File: config.mk
export PLATFORM = sky130hd
export DESIGN_NAME = max_priority_store
export DESIGN_NICKNAME = d
export VERILOG_FILES = /design/src/rtl/mps_pkg.sv /design/src/rtl/max_priority_store.sv /design/src/rtl/mps_cell.sv
export SDC_FILE = /design/constraint.sdc
export NUM_CORES = 1
export LEC_CHECK = 0
export BUFFER_PORTS_ARGS = -buffer_cell sky130_fd_sc_hd__buf_2
export CORE_MARGIN = 1.5
export CORE_UTILIZATION = 33
export CTS_CLUSTER_SIZE = 24
export DETAILED_ROUTE_END_ITERATION = 8
export PLACE_DENSITY_LB_ADDON = 0.15
export SLEW_MARGIN = 10
export SYNTH_ARGS = -nofsm -noshare
export SYNTH_HDL_FRONTEND = slang
export SYNTH_SLANG_ARGS = --single-unit
File: constraint.sdc
create_clock -name clk -period 3.3 [get_ports clk]
set_input_delay 0 -clock clk [delete_from_list [all_inputs] [get_ports clk]]
set_output_delay 0 -clock clk [all_outputs]
set_load 0.05 [all_outputs]
File: src/rtl/mps_pkg.sv
`timescale 1ns / 1ps
// Shared types and constants of the max priority store.
// Used by mps_cell, max_priority_store and the testbench; depends on nothing else.
package mps_pkg;

	localparam int DEF_CAPACITY   = 16;
	localparam int DEF_VALUE_BITS = 16;
	localparam int FIELD_W        = 16;
	localparam int OCC_W          = 5;

	localparam logic CMD_INSERT = 1'b0;
	localparam logic CMD_REMOVE = 1'b1;

	typedef enum logic [1:0] {
		ST_OK    = 2'd0,
		ST_EMPTY = 2'd1,
		ST_FULL  = 2'd2
	} status_t;

	// Operation broadcast to every cell of the chain.
	typedef struct packed {
		logic ins;
		logic rem;
	} cell_ctl_t;

endpackage

File: src/rtl/max_priority_store.sv
`timescale 1ns / 1ps
// The result of a request appears on the result ports in the cycle after acceptance.
// Throughput: one request per cycle; busy stays low, since every cell of the sorted chain
// settles an insert or a remove with one update of its own register.
// Reset clears the entry count and the result strobe; the stored values need no reset.
// The receiver cannot stall: each result is shown for exactly one cycle with done high.
// Depends on mps_pkg and mps_cell.
module max_priority_store #(
	parameter int CAPACITY   = mps_pkg::DEF_CAPACITY,
	parameter int VALUE_BITS = mps_pkg::DEF_VALUE_BITS
) (
	input  logic                        clk,
	input  logic                        arst_n,
	input  logic                        start,
	output logic                        busy,
	input  logic                        command,
	input  logic [mps_pkg::FIELD_W-1:0] value,
	output logic                        done,
	output logic [mps_pkg::FIELD_W-1:0] removed_value,
	output logic [1:0]                  status,
	output logic [mps_pkg::OCC_W-1:0]   occupancy
);

	localparam int CNT_W = $clog2(CAPACITY + 1);

	logic                  accept;
	logic                  full;
	logic                  empty;
	logic [CNT_W-1:0]      count_q;
	logic [31:0]           value_ext;
	logic [VALUE_BITS-1:0] new_val;
	mps_pkg::cell_ctl_t    ctl;

	logic [CAPACITY-1:0]   occ;
	logic [CAPACITY-1:0]   gt;
	logic [VALUE_BITS-1:0] vals [CAPACITY];

	logic                        done_q;
	logic [mps_pkg::FIELD_W-1:0] removed_q;
	mps_pkg::status_t            status_q;
	logic [31:0]                 head_ext;
	logic [31:0]                 cnt_ext;

	assign busy   = 1'b0;
	assign accept = start & ~busy;
	assign full   = (count_q == CNT_W'(CAPACITY));
	assign empty  = (count_q == '0);

	assign value_ext = 32'(value);
	assign new_val   = value_ext[VALUE_BITS-1:0];

	assign ctl.ins = accept & (command == mps_pkg::CMD_INSERT) & ~full;
	assign ctl.rem = accept & (command == mps_pkg::CMD_REMOVE) & ~empty;

	// The chain is kept sorted in descending order, so cell 0 always holds the largest value.
	for (genvar i = 0; i < CAPACITY; i++) begin : g_cell
		assign occ[i] = (CNT_W'(i) < count_q);

		mps_cell #(
			.VALUE_BITS (VALUE_BITS)
		) u_cell (
			.clk      (clk),
			.ctl      (ctl),
			.new_val  (new_val),
			.occupied (occ[i]),
			.prev_gt  ((i == 0) ? 1'b0 : gt[(i == 0) ? 0 : i-1]),
			.prev_val ((i == 0) ? new_val : vals[(i == 0) ? 0 : i-1]),
			.next_val ((i == CAPACITY-1) ? vals[i] : vals[(i == CAPACITY-1) ? i : i+1]),
			.gt       (gt[i]),
			.val      (vals[i])
		);
	end

	always_ff @(posedge clk or negedge arst_n) begin
		if (!arst_n) begin
			count_q <= '0;
			done_q  <= 1'b0;
		end else begin
			done_q <= accept;
			if (ctl.ins) begin
				count_q <= count_q + CNT_W'(1);
			end else if (ctl.rem) begin
				count_q <= count_q - CNT_W'(1);
			end
		end
	end

	assign head_ext = 32'(vals[0]);

	always_ff @(posedge clk) begin
		if (accept) begin
			removed_q <= '0;
			status_q  <= mps_pkg::ST_OK;
			if (command == mps_pkg::CMD_REMOVE) begin
				if (empty) begin
					status_q <= mps_pkg::ST_EMPTY;
				end else begin
					removed_q <= head_ext[mps_pkg::FIELD_W-1:0];
				end
			end else if (full) begin
				status_q <= mps_pkg::ST_FULL;
			end
		end
	end

	assign cnt_ext       = 32'(count_q);
	assign done          = done_q;
	assign removed_value = removed_q;
	assign status        = status_q;
	assign occupancy     = cnt_ext[mps_pkg::OCC_W-1:0];

`ifndef SYNTHESIS
	a_count_bound: assert property (@(posedge clk) disable iff (!arst_n)
		count_q <= CNT_W'(CAPACITY))
		else $error("entry count exceeds capacity");

	a_done_follows: assert property (@(posedge clk) disable iff (!arst_n)
		done |-> $past(accept))
		else $error("result strobe without an accepted request");

	a_head_is_max: assert property (@(posedge clk) disable iff (!arst_n)
		(count_q >= CNT_W'(2)) |-> (vals[0] >= vals[1]))
		else $error("chain head is not the largest entry");

	a_remove_count: assert property (@(posedge clk) disable iff (!arst_n)
		ctl.rem |=> (count_q == $past(count_q) - CNT_W'(1)))
		else $error("remove did not lower the entry count");
`endif

endmodule

File: src/rtl/mps_cell.sv
`timescale 1ns / 1ps
// One cell of the sorted chain: holds one value and trades it with its neighbors.
// Depends on mps_pkg.
module mps_cell #(
	parameter int VALUE_BITS = mps_pkg::DEF_VALUE_BITS
) (
	input  logic                  clk,
	input  mps_pkg::cell_ctl_t    ctl,
	input  logic [VALUE_BITS-1:0] new_val,
	input  logic                  occupied,
	input  logic                  prev_gt,
	input  logic [VALUE_BITS-1:0] prev_val,
	input  logic [VALUE_BITS-1:0] next_val,
	output logic                  gt,
	output logic [VALUE_BITS-1:0] val
);

	logic [VALUE_BITS-1:0] val_q;

	// The new value belongs at or above this place when the cell is empty or smaller.
	assign gt  = ctl.ins & (~occupied | (new_val > val_q));
	assign val = val_q;

	always_ff @(posedge clk) begin
		if (ctl.rem) begin
			val_q <= next_val;
		end else if (ctl.ins) begin
			if (prev_gt) begin
				val_q <= prev_val;
			end else if (gt) begin
				val_q <= new_val;
			end
		end
	end

endmodule

==> insert_results.sql <==
INSERT INTO impl_metrics (metric_group, metric, value, unit) VALUES
('status', 'run_status', 'completed', ''),
('final_layout', 'fin_nets', '2578', ''),
('floorplan', 'floorplan.rows', '92', ''),
('drt', 'via_count', '18690', ''),
('critical_path', 'worst_path_max_delay_cell', 'sky130_fd_sc_hd__a2111oi_1', ''),
('cts', 'cts_hold_repair.buffers', '5', ''),
('global_route', 'global_route.overflow_total', '0', ''),
('synthesis', 'synth.ff_latch_count', '280', ''),
('place', 'gp_congestion', '0.8871', ''),
('sta', 'final-max-slew-violation-count', '0', ''),
('cts', 'clkSinkCount', '280', ''),
('synthesis', 'ys.flop_type', 'sky130_fd_sc_hd__edfxtp_1', ''),
('final_layout', 'area_delta_synth_final', '15.07', '%'),
('synthesis', 'ys_seq_area_share', '39.97', '%'),
('floorplan', 'die_width', '255.0', 'microns'),
('drt', 'avgRoutedWirePerCell', '24.44', 'microns'),
('floorplan', 'die_y', '255.0', 'microns'),
('synthesis', 'combinational_family_with_the_most_area_after_synthesis', 'compound AO/OA/AOI/OAI gates', ''),
('cts', 'cts-root-buf', 'sky130_fd_sc_hd__clkbuf_16', ''),
('drt', 'drc_errors', '0', ''),
('cts', 'post_cts.repair.setup_buffers', '0', ''),
('sta', 'slew-limit-headroom', '19.42', '%'),
('synthesis', 'yosys.area_share.adder', '15.46', '%'),
('global_route', 'grt_antenna_before_repair', '2', ''),
('critical_path', 'crit_fanout', '16', ''),
('power_and_ir_drop', 'irDropWorstVdd', '0.3402', 'mV'),
('cts', 'num_cts_buffers', '35', ''),
('synthesis', 'simple_gate_share_of_the_synthesized_area', '9.921', '%'),
('critical_path', 'critical-path-top-delay-family', 'simple AND/OR/NAND/NOR gates', ''),
('final_layout', 'final_layout_size_suffix_gt1_share', '10.85', '%'),
('sta', 'timing.fmax', '0.3192', 'GHz'),
('critical_path', 'timing_worst_setup_path_type', 'reg2reg', ''),
('sta', 'finClkSkew', '0.02064', 'ns'),
('drt', 'drt_wl_total', '77440', 'microns'),
('cts', 'cts_max_level', '2', ''),
('drt', 'drt-vias-per-instance', '5.896', ''),
('place', 'dpl.hpwl', '58740', 'microns'),
('synthesis', 'yosys-top-cells-count', 'sky130_fd_sc_hd__edfxtp_1, sky130_fd_sc_hd__ha_1, sky130_fd_sc_hd__inv_1', ''),
('cts', 'clkSlewWorstSetupHoldPaths', '0.06', 'ns'),
('critical_path', 'number_of_buffer_and_inverter_instances_along_the_worst_setup_path', '2', ''),
('critical_path', 'endpoint_arrival_time_on_the_critical_path', '3.38', 'ns'),
('drt', 'first_iter_violations', '1923', ''),
('synthesis', 'synthesis.nets', '2502', ''),
('final_layout', 'antenna-diode-count', '0', ''),
('critical_path', 'critical_path_max_stage_delay', '0.73', 'ns'),
('final_layout', 'stdcell_area', '24120', 'sq um'),
('synthesis', 'synth.largest_area_cell', 'sky130_fd_sc_hd__edfxtp_1', ''),
('place', 'postPlaceCellArea', '22950', 'sq um'),
('sta', 'rsz0062_at_grt', 'no', ''),
('sta', 'period_needed', '3.133', 'ns'),
('cts', 'cts-resized-gates', '0', ''),
('power_and_ir_drop', 'p_per_area', '720.2', 'nW/um^2'),
('cts', 'tritoncts', 'built', ''),
('sta', 'setup-tns-final', '0', 'ns'),
('floorplan', 'initial_utilization', '33.29', '%'),
('synthesis', 'synth_warnings', '0', ''),
('global_route', 'grt_pass1_vias', '17990', ''),
('flow_run', 'max_cap_viol', '0', ''),
('drt', 'postRouteAntennaNets', '0', ''),
('synthesis', 'yosys.area_share.xor_xnor', '0.1671', '%'),
('synthesis', 'synth_compound_area_share', '23.98', '%'),
('power_and_ir_drop', 'power.leakage', '10.12', 'nW'),
('floorplan', 'io_pins', '45', ''),
('synthesis', 'yosysUniqueCellTypes', '62', ''),
('synthesis', 'edff_count_synth', '274', ''),
('worst_hold_path', 'hp-class', 'in2reg', ''),
('critical_path', 'cp-end-kind', 'register', ''),
('global_route', 'first_pass_grt_wire_length', '116200', 'microns'),
('synthesis', 'netlist.area_leader.share', '39.25', '%'),
('synthesis', 'synth.area.mux_share', '3.152', '%'),
('place', 'place.port_buffers', '43', '');
[registers in the layout, indices dropped and copies added, names as in the netlist]
name / flops
g_cell.u_cell.val: 256
removed_value: 16
occupancy: 5
status: 2
done: 1
[metrics by stage]
step	cells	hold WS [ns]	setup WS, ns	total power [W]	utilization (%)
2_1_floorplan	2223	-0.2956	0.01368	0.01051	-
3_3_place_gp	3103	-0.1384	0.2400	0.01327	36.44
3_5_place_dp	3103	-0.1341	0.1971	0.01341	36.44
4_1_cts	3169	0.01495	0.2225	0.01735	38.28
5_1_grt	3169	0.05045	0.01249	0.01841	38.31
6_report	3169	0.02986	0.1669	0.01737	38.31
[cell type report]
class / count / area (sq um)
clock buffer: 42 / 944.7
clock inverter: 19 / 160.2
fill: 6203 / 38850
inverter: 253 / 949.7
multi-input combinational: 1547 / 11090
sequential: 280 / 8379
tap: 846 / 1059
timing repair buffer: 182 / 1534
[final timing paths]
check / startpoint / endpoint / slack (ns) / cells past startpoint
worst max-delay path: g_cell[13].u_cell.val[11] / g_cell[14].u_cell.val[1] / 0.17 / 9
worst min-delay path: value[3] / g_cell[1].u_cell.val[3] / 0.03 / 3
worst max register to register: g_cell[13].u_cell.val[11] / g_cell[14].u_cell.val[1] / 0.17 / 9
worst min register to register: g_cell[14].u_cell.val[14] / g_cell[15].u_cell.val[14] / 0.58 / 1
max in group asynchronous: arst_n / occupancy[1] / 2.49 / 3
min in group asynchronous: arst_n / done / 0.46 / 3
[report_power, final]
part | switching (W) | internal [W]
Sequential | 0.000875 | 0.00533
Combinational | 0.00474 | 0.00253
Clock | 0.00163 | 0.00226
[layout by cell type, fill, tap and decap left out, types with 21 or more instances in the layout]
cell type	n
sky130_fd_sc_hd__nand3_1	58
sky130_fd_sc_hd__nand4_1	50
sky130_fd_sc_hd__ha_1	259
sky130_fd_sc_hd__buf_4	113
sky130_fd_sc_hd__a21o_1	25
sky130_fd_sc_hd__o21ai_1	48
sky130_fd_sc_hd__a22oi_1	169
sky130_fd_sc_hd__o211ai_1	48
sky130_fd_sc_hd__nand2_1	145
sky130_fd_sc_hd__a31oi_1	148
sky130_fd_sc_hd__buf_12	21
sky130_fd_sc_hd__inv_1	253
sky130_fd_sc_hd__nor3_1	21
sky130_fd_sc_hd__buf_2	43
sky130_fd_sc_hd__nor2_1	55
sky130_fd_sc_hd__a21oi_1	134
sky130_fd_sc_hd__mux2i_1	48
sky130_fd_sc_hd__o21ai_0	157
sky130_fd_sc_hd__and2_1	32
sky130_fd_sc_hd__edfxtp_1	274
sky130_fd_sc_hd__clkbuf_16	37
[kinds of logic (layout without fill, tap and decap cells)]
kind of cell               Yosys count  after routing
AOI/OAI and AO/OA                  800            800
xor gates and xnor gates             4              4
adders and majority gates          259            259
buffers and inverters              396            496
DFF                                280            280
muxes                               64             64
other                                1              1
and+or+nand+nor                    419            419
[worst min-delay path: cells and delay by family]
family	cells	cell delay [ns]
AOI/OAI and AO/OA	2	0.19
buffers and inverters	1	0.21
[per-layer routing]
metal | vias to the layer above | GRT usage (%) | wire length (microns)
met5 | - | 0 | 0
met4 | 0 | 6.712 | 1863
met3 | 113 | 2.939 | 5461
met2 | 787 | 38.14 | 35180
met1 | 9180 | 33.49 | 34930
li1 | 8606 | - | -
Power figures use the tool's default switching activity.
